`config.mk`:
```
export PLATFORM = sky130hd
export DESIGN_NAME = taylor_sine_table_generator
export DESIGN_NICKNAME = d
export VERILOG_FILES = /design/src/sv/tstg_pkg.sv /design/src/sv/taylor_sine_table_generator.sv /design/src/sv/tstg_div.sv /design/src/sv/tstg_datapath.sv /design/src/sv/tstg_ctrl.sv
export SDC_FILE = /design/constraint.sdc
export NUM_CORES = 2
export LEC_CHECK = 0
export BUFFER_PORTS_ARGS = -buffer_cell sky130_fd_sc_hd__clkbuf_2
export CAP_MARGIN = 10
export CORE_MARGIN = 4
export CORE_UTILIZATION = 35
export DETAILED_ROUTE_END_ITERATION = 8
export PLACE_DENSITY = 0.5
export SETUP_SLACK_MARGIN = 0.1
export SYNTH_ARGS = -nofsm -noshare
export SYNTH_HDL_FRONTEND = slang
export SYNTH_SLANG_ARGS = --single-unit
```
`constraint.sdc`:
```
create_clock -name clock -period 8.9 [get_ports clock]
set_input_delay 0.445 -clock clock [delete_from_list [all_inputs] [get_ports clock]]
set_output_delay 0.445 -clock clock [all_outputs]
set_load 0.01 [all_outputs]
```
`src/sv/tstg_pkg.sv`:
```
// ----------------------------------------------------------------------------
// tstg_pkg
// Types, constants and field widths of the Taylor sine table generator.
// ----------------------------------------------------------------------------
package tstg_pkg;

   localparam int IDX_W       = 12;
   localparam int VAL_W       = 32;
   localparam int SC_W        = 13;
   localparam int TC_W        = 5;
   localparam int CSR_IDX_W   = 1;
   localparam int CSR_DATA_W  = 13;
   localparam int REQ_DATA_W  = 16;
   localparam int RSP_DATA_W  = 48;

   localparam int DEF_MAX_SAMPLES = 4096;
   localparam int DEF_MAX_TERMS   = 16;

   localparam logic [SC_W-1:0] SC_RESET = 13'd256;
   localparam logic [TC_W-1:0] TC_RESET = 5'd8;

   localparam logic [CSR_IDX_W-1:0] CSR_SAMPLE_COUNT = 1'b0;
   localparam logic [CSR_IDX_W-1:0] CSR_TERM_COUNT   = 1'b1;

   // Q3.28 fixed point
   localparam int                       Q_FRAC   = 28;
   localparam int                       TWOPI_W  = 31;
   localparam logic [TWOPI_W-1:0]       TWO_PI_Q = 31'd1686629713;
   localparam logic signed [VAL_W-1:0]  PI_Q     = 32'sd843314857;
   localparam logic signed [VAL_W-1:0]  Q_ONE    = 32'sd268435456;

   // divider dividend width: 2*pi times a sample index
   localparam int ANG_W  = TWOPI_W + IDX_W;
   localparam int XMAG_W = 30;
   localparam int STEP_W = $clog2(ANG_W + 1);

   typedef enum logic [3:0] {
      ST_IDLE,
      ST_MOD_GO,
      ST_MOD_WAIT,
      ST_ANG_MUL,
      ST_ANG_GO,
      ST_ANG_WAIT,
      ST_CHECK,
      ST_FAC_GO,
      ST_FAC_WAIT,
      ST_MUL,
      ST_SCALE,
      ST_ACC,
      ST_OUT
   } state_type;

   typedef enum logic [1:0] {
      DIV_MOD,
      DIV_ANG,
      DIV_FAC
   } div_sel_type;

   typedef struct packed {
      logic        load_in;
      logic        div_start;
      div_sel_type div_sel;
      logic        take_mod;
      logic        ang_mul;
      logic        take_ang;
      logic        take_fac;
      logic        do_mul;
      logic        do_scale;
      logic        do_acc;
      logic        load_out;
   } cmd_type;

   typedef struct packed {
      logic div_busy;
      logic term_end;
      logic terms_done;
      logic out_busy;
   } stat_type;

endpackage

```
`src/sv/taylor_sine_table_generator.sv`:
```
// ----------------------------------------------------------------------------
// taylor_sine_table_generator
// Sine of 2*pi*i/N as a truncated Taylor series, signed Q3.28.
// ----------------------------------------------------------------------------
// Usage:
//   req_*  : one beat carries a sample index i (tdata[11:0]).
//   rsp_*  : one beat per request: echoed index and the Q3.28 sine value.
//   csr_*  : register writes, index 0 = sample_count N, 1 = term_count;
//            always ready, write only while no sample is in flight.
// Timing: one sample at a time. A bit-serial divider shared by the index
//   modulo, the angle division and every factor x/j sets the latency.
//   req_tready rises again as soon as the result is in the output register.
// Stall: a held result stays on rsp_* unchanged; the next sample can be
//   accepted and computed meanwhile and waits for the output register.
// Reset: sample_count = 256, term_count = 8, no result pending.
// ----------------------------------------------------------------------------
module taylor_sine_table_generator #(
   parameter int MAX_SAMPLES = tstg_pkg::DEF_MAX_SAMPLES,
   parameter int MAX_TERMS   = tstg_pkg::DEF_MAX_TERMS
) (
   input  logic                            clock,
   input  logic                            reset,
   input  logic                            req_tvalid,
   output logic                            req_tready,
   input  logic [tstg_pkg::REQ_DATA_W-1:0] req_tdata,   // [11:0] sample_index
   output logic                            rsp_tvalid,
   input  logic                            rsp_tready,
   output logic [tstg_pkg::RSP_DATA_W-1:0] rsp_tdata,   // [11:0] echo_index,
                                                        // [43:12] sine_value
   input  logic                            csr_valid,
   output logic                            csr_ready,
   input  logic [tstg_pkg::CSR_IDX_W-1:0]  csr_index,
   input  logic [tstg_pkg::CSR_DATA_W-1:0] csr_data
);
   import tstg_pkg::*;

   cmd_type  cmd;
   stat_type stat;

   assign csr_ready = 1'b1;

   tstg_ctrl u_ctrl (
      .clock      (clock),
      .reset      (reset),
      .req_tvalid (req_tvalid),
      .req_tready (req_tready),
      .cmd        (cmd),
      .stat       (stat)
   );

   tstg_datapath #(
      .MAX_SAMPLES (MAX_SAMPLES),
      .MAX_TERMS   (MAX_TERMS)
   ) u_dp (
      .clock      (clock),
      .reset      (reset),
      .req_tdata  (req_tdata),
      .rsp_tvalid (rsp_tvalid),
      .rsp_tready (rsp_tready),
      .rsp_tdata  (rsp_tdata),
      .csr_valid  (csr_valid),
      .csr_index  (csr_index),
      .csr_data   (csr_data),
      .cmd        (cmd),
      .stat       (stat)
   );

endmodule

```
`src/sv/tstg_div.sv`:
```
// ----------------------------------------------------------------------------
// tstg_div
// Restoring unsigned divider, one quotient bit per clock.
// ----------------------------------------------------------------------------
module tstg_div #(
   parameter int DVS_W = 13
) (
   input  logic                        clock,
   input  logic                        reset,
   input  logic                        start,
   input  logic [tstg_pkg::ANG_W-1:0]  dividend,
   input  logic [DVS_W-1:0]            divisor,
   input  logic [tstg_pkg::STEP_W-1:0] steps,
   output logic                        busy,
   output logic [tstg_pkg::ANG_W-1:0]  quotient,
   output logic [DVS_W-1:0]            remainder
);
   import tstg_pkg::*;

   logic                busy_ff, busy_in;
   logic [STEP_W-1:0]   cnt_ff, cnt_in;
   logic [ANG_W-1:0]    q_ff, q_in;
   logic [DVS_W-1:0]    r_ff, r_in;
   logic [DVS_W-1:0]    d_ff, d_in;
   logic [DVS_W:0]      trial;
   logic [DVS_W:0]      diff;
   logic                ge;

   always_comb begin
      trial = {r_ff, q_ff[ANG_W-1]};
      diff  = trial - {1'b0, d_ff};
      ge    = (trial >= {1'b0, d_ff});
      busy_in = busy_ff;
      cnt_in  = cnt_ff;
      q_in    = q_ff;
      r_in    = r_ff;
      d_in    = d_ff;
      if (start) begin
         busy_in = 1'b1;
         cnt_in  = steps;
         q_in    = dividend;
         r_in    = '0;
         d_in    = divisor;
      end else if (busy_ff) begin
         busy_in = (cnt_ff != STEP_W'(1));
         cnt_in  = cnt_ff - STEP_W'(1);
         q_in    = {q_ff[ANG_W-2:0], ge};
         r_in    = ge ? diff[DVS_W-1:0] : trial[DVS_W-1:0];
      end
   end

   always_ff @(posedge clock) begin
      if (reset) begin
         busy_ff <= 1'b0;
      end else begin
         busy_ff <= busy_in;
      end
   end

   always_ff @(posedge clock) begin
      cnt_ff <= cnt_in;
      q_ff   <= q_in;
      r_ff   <= r_in;
      d_ff   <= d_in;
   end

   assign busy      = busy_ff;
   assign quotient  = q_ff;
   assign remainder = r_ff;

endmodule

```
`src/sv/tstg_datapath.sv`:
```
// ----------------------------------------------------------------------------
// tstg_datapath
// Config registers, angle and series arithmetic, result register.
// ----------------------------------------------------------------------------
module tstg_datapath #(
   parameter int MAX_SAMPLES = tstg_pkg::DEF_MAX_SAMPLES,
   parameter int MAX_TERMS   = tstg_pkg::DEF_MAX_TERMS
) (
   input  logic                            clock,
   input  logic                            reset,
   input  logic [tstg_pkg::REQ_DATA_W-1:0] req_tdata,
   output logic                            rsp_tvalid,
   input  logic                            rsp_tready,
   output logic [tstg_pkg::RSP_DATA_W-1:0] rsp_tdata,
   input  logic                            csr_valid,
   input  logic [tstg_pkg::CSR_IDX_W-1:0]  csr_index,
   input  logic [tstg_pkg::CSR_DATA_W-1:0] csr_data,
   input  tstg_pkg::cmd_type               cmd,
   output tstg_pkg::stat_type              stat
);
   import tstg_pkg::*;

   localparam int NW    = $clog2(MAX_SAMPLES + 1);
   localparam int TW    = $clog2(MAX_TERMS + 1);
   localparam int JW    = $clog2(2 * MAX_TERMS + 1);
   localparam int DVS_W = (NW > JW) ? NW : JW;
   localparam int SUM_W = VAL_W + TW + 1;
   localparam int MUL_W = 2 * VAL_W;
   localparam logic signed [SUM_W-1:0] SAT_HI = SUM_W'(2147483647);
   localparam logic signed [SUM_W-1:0] SAT_LO = -SAT_HI - SUM_W'(1);
   localparam logic signed [MUL_W-1:0] TRUNC_BIAS = (MUL_W'(1) <<< Q_FRAC) - MUL_W'(1);

   logic [SC_W-1:0]            sc_ff, sc_in;
   logic [TC_W-1:0]            tc_ff, tc_in;
   logic [IDX_W-1:0]           idx_ff, idx_in;
   logic [NW-1:0]              n_ff, n_in;
   logic [TW-1:0]              terms_ff, terms_in;
   logic [IDX_W-1:0]           i_ff, i_in;
   logic [ANG_W-1:0]           angprod_ff, angprod_in;
   logic signed [VAL_W-1:0]    x_ff, x_in;
   logic signed [VAL_W-1:0]    fac_ff, fac_in;
   logic signed [MUL_W-1:0]    mul_ff, mul_in;
   logic signed [VAL_W-1:0]    prod_ff, prod_in;
   logic signed [SUM_W-1:0]    sum_ff, sum_in;
   logic [JW-1:0]              j_ff, j_in;
   logic [TW-1:0]              k_ff, k_in;
   logic                       rv_ff, rv_in;
   logic [IDX_W-1:0]           ri_ff, ri_in;
   logic [VAL_W-1:0]           rval_ff, rval_in;

   logic [NW-1:0]              n_clamp;
   logic [TW-1:0]              terms_clamp;
   logic [VAL_W-1:0]           xmag;
   logic [TWOPI_W-1:0]         angle;
   logic signed [VAL_W-1:0]    quo_s;
   logic signed [MUL_W-1:0]    biased;
   logic signed [MUL_W-1:0]    shifted;
   logic signed [SUM_W-1:0]    term_ext;

   logic                       div_start;
   logic [ANG_W-1:0]           div_dvd;
   logic [DVS_W-1:0]           div_dvs;
   logic [STEP_W-1:0]          div_steps;
   logic                       div_busy;
   logic [ANG_W-1:0]           div_quo;
   logic [DVS_W-1:0]           div_rem;

   // config writes
   always_comb begin
      sc_in = sc_ff;
      tc_in = tc_ff;
      if (csr_valid) begin
         case (csr_index)
            CSR_SAMPLE_COUNT: sc_in = csr_data[SC_W-1:0];
            CSR_TERM_COUNT:   tc_in = csr_data[TC_W-1:0];
            default: ;
         endcase
      end
   end

   always_comb begin
      if (sc_ff == '0) begin
         n_clamp = NW'(1);
      end else if (32'(sc_ff) > 32'(MAX_SAMPLES)) begin
         n_clamp = NW'(MAX_SAMPLES);
      end else begin
         n_clamp = NW'(sc_ff);
      end
      terms_clamp = (32'(tc_ff) > 32'(MAX_TERMS)) ? TW'(MAX_TERMS) : TW'(tc_ff);
   end

   // divider operand select
   assign xmag = x_ff[VAL_W-1] ? VAL_W'(-x_ff) : VAL_W'(x_ff);

   always_comb begin
      div_start = cmd.div_start;
      case (cmd.div_sel)
         DIV_MOD: begin
            div_dvd   = {idx_ff, {(ANG_W-IDX_W){1'b0}}};
            div_dvs   = DVS_W'(n_ff);
            div_steps = STEP_W'(IDX_W);
         end
         DIV_ANG: begin
            div_dvd   = angprod_ff;
            div_dvs   = DVS_W'(n_ff);
            div_steps = STEP_W'(ANG_W);
         end
         DIV_FAC: begin
            div_dvd   = {xmag[XMAG_W-1:0], {(ANG_W-XMAG_W){1'b0}}};
            div_dvs   = DVS_W'(j_ff);
            div_steps = STEP_W'(XMAG_W);
         end
         default: begin
            div_dvd   = '0;
            div_dvs   = DVS_W'(1);
            div_steps = STEP_W'(1);
         end
      endcase
   end

   tstg_div #(
      .DVS_W (DVS_W)
   ) u_div (
      .clock     (clock),
      .reset     (reset),
      .start     (div_start),
      .dividend  (div_dvd),
      .divisor   (div_dvs),
      .steps     (div_steps),
      .busy      (div_busy),
      .quotient  (div_quo),
      .remainder (div_rem)
   );

   always_comb begin
      angle    = div_quo[TWOPI_W-1:0];
      quo_s    = signed'(div_quo[VAL_W-1:0]);
      biased   = mul_ff + (mul_ff[MUL_W-1] ? TRUNC_BIAS : MUL_W'(0));
      shifted  = biased >>> Q_FRAC;
      term_ext = SUM_W'(prod_ff);

      idx_in     = idx_ff;
      n_in       = n_ff;
      terms_in   = terms_ff;
      i_in       = i_ff;
      angprod_in = angprod_ff;
      x_in       = x_ff;
      fac_in     = fac_ff;
      mul_in     = mul_ff;
      prod_in    = prod_ff;
      sum_in     = sum_ff;
      j_in       = j_ff;
      k_in       = k_ff;
      ri_in      = ri_ff;
      rval_in    = rval_ff;

      if (cmd.load_in) begin
         idx_in   = req_tdata[IDX_W-1:0];
         n_in     = n_clamp;
         terms_in = terms_clamp;
         j_in     = JW'(1);
         k_in     = '0;
         prod_in  = Q_ONE;
         sum_in   = '0;
      end
      if (cmd.take_mod) begin
         i_in = IDX_W'(div_rem);
      end
      if (cmd.ang_mul) begin
         angprod_in = ANG_W'(TWO_PI_Q) * ANG_W'(i_ff);
      end
      if (cmd.take_ang) begin
         // fold to pi - x unless the angle is zero
         x_in = (angle == '0) ? '0 : PI_Q - signed'({1'b0, angle});
      end
      if (cmd.take_fac) begin
         fac_in = x_ff[VAL_W-1] ? -quo_s : quo_s;
      end
      if (cmd.do_mul) begin
         mul_in = fac_ff * prod_ff;
      end
      if (cmd.do_scale) begin
         prod_in = shifted[VAL_W-1:0];
         j_in    = j_ff + JW'(1);
      end
      if (cmd.do_acc) begin
         sum_in = k_ff[0] ? sum_ff - term_ext : sum_ff + term_ext;
         k_in   = k_ff + TW'(1);
      end
      if (cmd.load_out) begin
         ri_in = idx_ff;
         if (sum_ff > SAT_HI) begin
            rval_in = SAT_HI[VAL_W-1:0];
         end else if (sum_ff < SAT_LO) begin
            rval_in = SAT_LO[VAL_W-1:0];
         end else begin
            rval_in = sum_ff[VAL_W-1:0];
         end
      end

      rv_in = rv_ff;
      if (cmd.load_out) begin
         rv_in = 1'b1;
      end else if (rsp_tready) begin
         rv_in = 1'b0;
      end
   end

   always_ff @(posedge clock) begin
      if (reset) begin
         sc_ff <= SC_RESET;
         tc_ff <= TC_RESET;
         rv_ff <= 1'b0;
      end else begin
         sc_ff <= sc_in;
         tc_ff <= tc_in;
         rv_ff <= rv_in;
      end
   end

   always_ff @(posedge clock) begin
      idx_ff     <= idx_in;
      n_ff       <= n_in;
      terms_ff   <= terms_in;
      i_ff       <= i_in;
      angprod_ff <= angprod_in;
      x_ff       <= x_in;
      fac_ff     <= fac_in;
      mul_ff     <= mul_in;
      prod_ff    <= prod_in;
      sum_ff     <= sum_in;
      j_ff       <= j_in;
      k_ff       <= k_in;
      ri_ff      <= ri_in;
      rval_ff    <= rval_in;
   end

   // a term is complete once j has stepped to an even value
   assign stat.div_busy   = div_busy;
   assign stat.term_end   = ~j_ff[0];
   assign stat.terms_done = (k_ff == terms_ff);
   assign stat.out_busy   = rv_ff & ~rsp_tready;

   assign rsp_tvalid = rv_ff;
   assign rsp_tdata  = {{(RSP_DATA_W-IDX_W-VAL_W){1'b0}}, rval_ff, ri_ff};

endmodule

```
`src/sv/tstg_ctrl.sv`:
```
// ----------------------------------------------------------------------------
// tstg_ctrl
// Sequencer: modulo, angle, then factor / multiply / scale per series step, accumulate per term, output.
// ----------------------------------------------------------------------------
module tstg_ctrl (
   input  logic               clock,
   input  logic               reset,
   input  logic               req_tvalid,
   output logic               req_tready,
   output tstg_pkg::cmd_type  cmd,
   input  tstg_pkg::stat_type stat
);
   import tstg_pkg::*;

   state_type state_ff, state_in;

   always_ff @(posedge clock) begin
      if (reset) begin
         state_ff <= ST_IDLE;
      end else begin
         state_ff <= state_in;
      end
   end

   always_comb begin
      state_in   = state_ff;
      cmd        = '0;
      req_tready = 1'b0;
      case (state_ff)
         ST_IDLE: begin
            req_tready = 1'b1;
            if (req_tvalid) begin
               cmd.load_in = 1'b1;
               state_in    = ST_MOD_GO;
            end
         end
         ST_MOD_GO: begin
            cmd.div_start = 1'b1;
            cmd.div_sel   = DIV_MOD;
            state_in      = ST_MOD_WAIT;
         end
         ST_MOD_WAIT: begin
            if (!stat.div_busy) begin
               cmd.take_mod = 1'b1;
               state_in     = ST_ANG_MUL;
            end
         end
         ST_ANG_MUL: begin
            cmd.ang_mul = 1'b1;
            state_in    = ST_ANG_GO;
         end
         ST_ANG_GO: begin
            cmd.div_start = 1'b1;
            cmd.div_sel   = DIV_ANG;
            state_in      = ST_ANG_WAIT;
         end
         ST_ANG_WAIT: begin
            if (!stat.div_busy) begin
               cmd.take_ang = 1'b1;
               state_in     = ST_CHECK;
            end
         end
         ST_CHECK: begin
            state_in = stat.terms_done ? ST_OUT : ST_FAC_GO;
         end
         ST_FAC_GO: begin
            cmd.div_start = 1'b1;
            cmd.div_sel   = DIV_FAC;
            state_in      = ST_FAC_WAIT;
         end
         ST_FAC_WAIT: begin
            if (!stat.div_busy) begin
               cmd.take_fac = 1'b1;
               state_in     = ST_MUL;
            end
         end
         ST_MUL: begin
            cmd.do_mul = 1'b1;
            state_in   = ST_SCALE;
         end
         ST_SCALE: begin
            cmd.do_scale = 1'b1;
            state_in     = ST_ACC;
         end
         ST_ACC: begin
            if (stat.term_end) begin
               cmd.do_acc = 1'b1;
               state_in   = ST_CHECK;
            end else begin
               state_in   = ST_FAC_GO;
            end
         end
         ST_OUT: begin
            if (!stat.out_busy) begin
               cmd.load_out = 1'b1;
               state_in     = ST_IDLE;
            end
         end
         default: begin
            state_in = ST_IDLE;
         end
      endcase
   end

endmodule

```
==> results.sh <==
export IMPL_grt_setup_unrepaired="no"
export IMPL_maxClockFrequency_mhz=118.8
export IMPL_clock_tree_buffer_depth=3
export IMPL_timing_critical_path_slowest_cell_delay_ns=0.75
export IMPL_synth_avg_cell_area_sq_um=9.999
export IMPL_floorplan_die_width_um=432.5
export IMPL_critPathKind="reg -> reg"
export IMPL_startpoint_type="register"
export IMPL_clkTransAtPathRegs_ns=0.06
export IMPL_syn_instance_count=6309
export IMPL_synthAdderAreaFrac=0.4538
export IMPL_synth_enable_flop_cells=396
export IMPL_worst_pin_slew_ns=1.211
export IMPL_die_h_um=432.5
export IMPL_dp_hpwl_mm=147.9
export IMPL_core_region_area_sq_mm=0.1788
export IMPL_clock_latency_ns=0.68
export IMPL_num_clock_sinks=433
export IMPL_grt_use_total=0.2003
export IMPL_placement_io_buffers=76
export IMPL_relSlewSlack=0.1928
export IMPL_layout_worst_path_cycle_share=0.9457
export IMPL_synth_cell_type_count=82
export IMPL_start_util=0.3528
export IMPL_synthesis_yosys_warnings=0
export IMPL_setup_violations_final=0
export IMPL_critPathBufInv=9
export IMPL_synth_seq_area_share=0.2002
export IMPL_final_antenna_net_count=0
export IMPL_synth_compound_area_share=0.07372
export IMPL_post_route_util=0.3881
export IMPL_detail_route_wl_per_cell_um=20.81
export IMPL_htree_levels=2
export IMPL_dominantRegCellSynth="edfxtp_1"
export IMPL_fillerInstances=17980
export IMPL_share_of_cells_above_drive_strength_1=0.07256
export IMPL_critical_path_top_cell_by_count="fa_1"
export IMPL_grt_max_degree=62
export IMPL_hold_violation_total_from_the_final_report=0
export IMPL_post_synth_mux_area_share=0.003054
export IMPL_pin_count=86
export IMPL_final_max_slew_viol_count=0
export IMPL_gpl_final_weighted_congestion=0.8625
export IMPL_dominant_combinational_cell_family_by_area_after_synthesis="adder cells"
export IMPL_setup_worst_path_end_class="register"
export IMPL_first_global_vias=47470
export IMPL_post_synth_and_or_nand_nor_area_fraction=0.1418
export IMPL_fin_tns_setup_ns=0
export IMPL_number_of_buffers_inserted_during_clock_tree_synthesis=53
export IMPL_status="finished, final reports clean"
export IMPL_synth_async_sr_flop_share=0
export IMPL_cpLargestDelayFamily="adder cells"
export IMPL_fin_skew_ns=0.02218
export IMPL_min_period_ns=8.416
export IMPL_cts_root_buffer_cell="clkbuf_16"
export IMPL_via_per_inst=4.976
export IMPL_vias=43690
export IMPL_die_outline_area_sq_mm=0.1871
export IMPL_fraction_of_synthesized_cell_area_in_xor_and_xnor_cells=0.03887
export IMPL_cell_with_the_biggest_individual_delay_on_the_critical_path="fa_1"
export IMPL_globalRoute_totalOverflow=0
export IMPL_design_final_nets=7991
export IMPL_drt_initial_drc_count=2474
export IMPL_syn_area_sq_mm=0.06308
export IMPL_critPathRequiredTime_ns=9.33
export IMPL_routed_wire_length_mm=182.7
export IMPL_grt_antenna_before_repair=7
export IMPL_grt_first_pass_wirelength_mm=287.3
export IMPL_drt_drc_violations_left=0
export IMPL_syn_to_final_growth_pct=9.994
export IMPL_num_rows=155
export IMPL_cts_tree="built"
export IMPL_path_max_fanout=13
export IMPL_max_cap_violations=0
export IMPL_drt_pass1_iter_count=8
export IMPL_hold_path_class="in -> reg"
export IMPL_critPathArrivalTime_ns=8.85
export IMPL_ys_seq_elements=433
cell type report:
cell class,count,area [sq um],share of cell area
Timing Repair Buffer,341,2708,0.03902
Tap cell,2355,2947,0.04246
Inverter,1151,4324,0.06232
Clock inverter,37,420.4,0.006059
Antenna cell,2,5.005,0.00007213
Multi-Input combinational cell,4398,44950,0.6478
Sequential cell,433,12630,0.1820
Clock buffer,62,1400,0.02018
logic make-up (layout without fill, tap and decap cells):
kind of cell / count (synthesis) / in the layout
adder cells (fa/ha/maj): 1578 / 1578
AO/OA/AOI/OAI: 710 / 710
buffers and inverters: 1481 / 1591
XOR/XNOR: 280 / 280
multiplexers: 19 / 19
flip-flops: 433 / 433
AND/OR/NAND/NOR: 1806 / 1806
other: 2 / 7
worst paths after layout:
kind | start | endpoint | slack (ns) | depth (start not counted)
worst max register to register | u_dp.fac_ff[9]$_DFFE_PP_ | u_dp.mul_ff[63]$_DFFE_PP_ | 0.48 | 27
worst min-delay path | csr_index | u_dp.tc_ff[4]$_SDFFE_PP0P_ | 0.11 | 3
worst max-delay path | u_dp.fac_ff[9]$_DFFE_PP_ | u_dp.mul_ff[63]$_DFFE_PP_ | 0.48 | 27
worst min register to register | u_dp.tc_ff[0]$_SDFFE_PP0P_ | u_dp.tc_ff[0]$_SDFFE_PP0P_ | 0.46 | 2
registers in the layout (all words and copies together), names as in the netlist, 6 cells and up:
signal / count
u_dp.mul_ff: 61
u_dp.angprod_ff: 43
u_dp.u_div.quotient: 43
u_dp.sum_ff: 38
u_dp.fac_ff: 32
u_dp.prod_ff: 32
u_dp.rval_ff: 32
u_dp.x_ff: 31
u_dp.n_ff: 13
u_dp.sc_ff: 13
u_dp.u_div.d_ff: 13
u_dp.u_div.remainder: 13
u_dp.i_ff: 12
u_dp.idx_ff: 12
u_dp.ri_ff: 12
u_dp.j_ff: 6
u_dp.u_div.cnt_ff: 6
synth_stat cells (7+ instances only):
cell type,instances,share of area
a221oi_1,8,0.0011
o21a_1,52,0.0062
a211oi_1,26,0.0031
nand4_1,27,0.0027
xnor2_1,215,0.030
fa_1,1183,0.38
edfxtp_1,396,0.19
o21ai_0,141,0.011
and2_1,529,0.052
nor4_1,20,0.0020
nor2b_1,38,0.0038
dfxtp_1,37,0.012
ha_1,395,0.078
nand2b_1,32,0.0032
nand2_1,693,0.041
a211o_1,7,0.00097
nand3_1,65,0.0052
a311oi_1,7,0.00097
o31ai_1,26,0.0031
o21bai_1,25,0.0030
a21o_1,99,0.012
a21oi_1,174,0.014
nor3_1,55,0.0044
buf_1,12,0.00071
inv_1,1151,0.068
a22oi_1,24,0.0029
and3_1,25,0.0025
o41ai_1,11,0.0015
o211ai_1,7,0.00083
and4_1,8,0.0011
a222oi_1,11,0.0017
clkbuf_1,310,0.018
nor2_1,240,0.014
a31oi_1,31,0.0031
or3_1,19,0.0019
or4_1,11,0.0013
mux2i_1,17,0.0027
or2_2,13,0.0013
a31o_2,16,0.0022
xor2_1,65,0.0090
layer usage:
layer / track usage / up-vias / wire [um]
li1: - / 19880 / -
met1: 0.2563 / 22800 / 76720
met2: 0.3599 / 786 / 93200
met3: 0.02139 / 224 / 7182
met4: 0.05357 / 0 / 5577
met5: 0 / - / 0
layout by cell type, fill, tap and decap left out, types with 52 or more instances in the layout:
cell type  count
a21o_1        99
a21oi_1      173
and2_1       529
buf_4        217
clkbuf_16     53
clkbuf_2      76
edfxtp_1     396
fa_1        1183
ha_1         395
inv_1       1149
nand2_1      691
nand3_1       65
nor2_1       239
o21a_1        52
o21ai_0      140
xnor2_1      215
xor2_1        65
through the flow:
stage	area, sq um	hold WS (ns)	instances	setup slack, ns
4_1_cts	69120	0.06275	8754	0.2928
3_3_place_gp	67050	0.4416	8630	0.2825
6_report	69390	0.1136	8779	0.4836
2_1_floorplan	63100	0.4260	6312	0.7058
5_1_grt	69380	0.1085	8777	0.1041
3_5_place_dp	67050	0.4481	8630	0.3270
worst reg2reg max path, delay by kind of cell, from the launching register on:
| family | cells | cell delay [ns] |
|---|---|---|
| simple gates | 5 | 0.62 |
| buf+inv | 9 | 1.46 |
| fa+ha+maj | 9 | 4.59 |
| flops | 1 | 0.67 |
| xor+xnor | 1 | 0.07 |
| compound gates | 3 | 0.77 |
repair_timing:
action | in CTS | in global routing
setup endpoints to repair | 0 | 15
hold buffers | 25 | 0
buffers inserted | 0 | 21
gates resized for setup | 0 | 3
endpoints found under the hold margin | 26 | 0
Power is left out: the tool's default activity adds up to more than one toggle a clock period on the data nets, which glitch-free logic cannot reach.
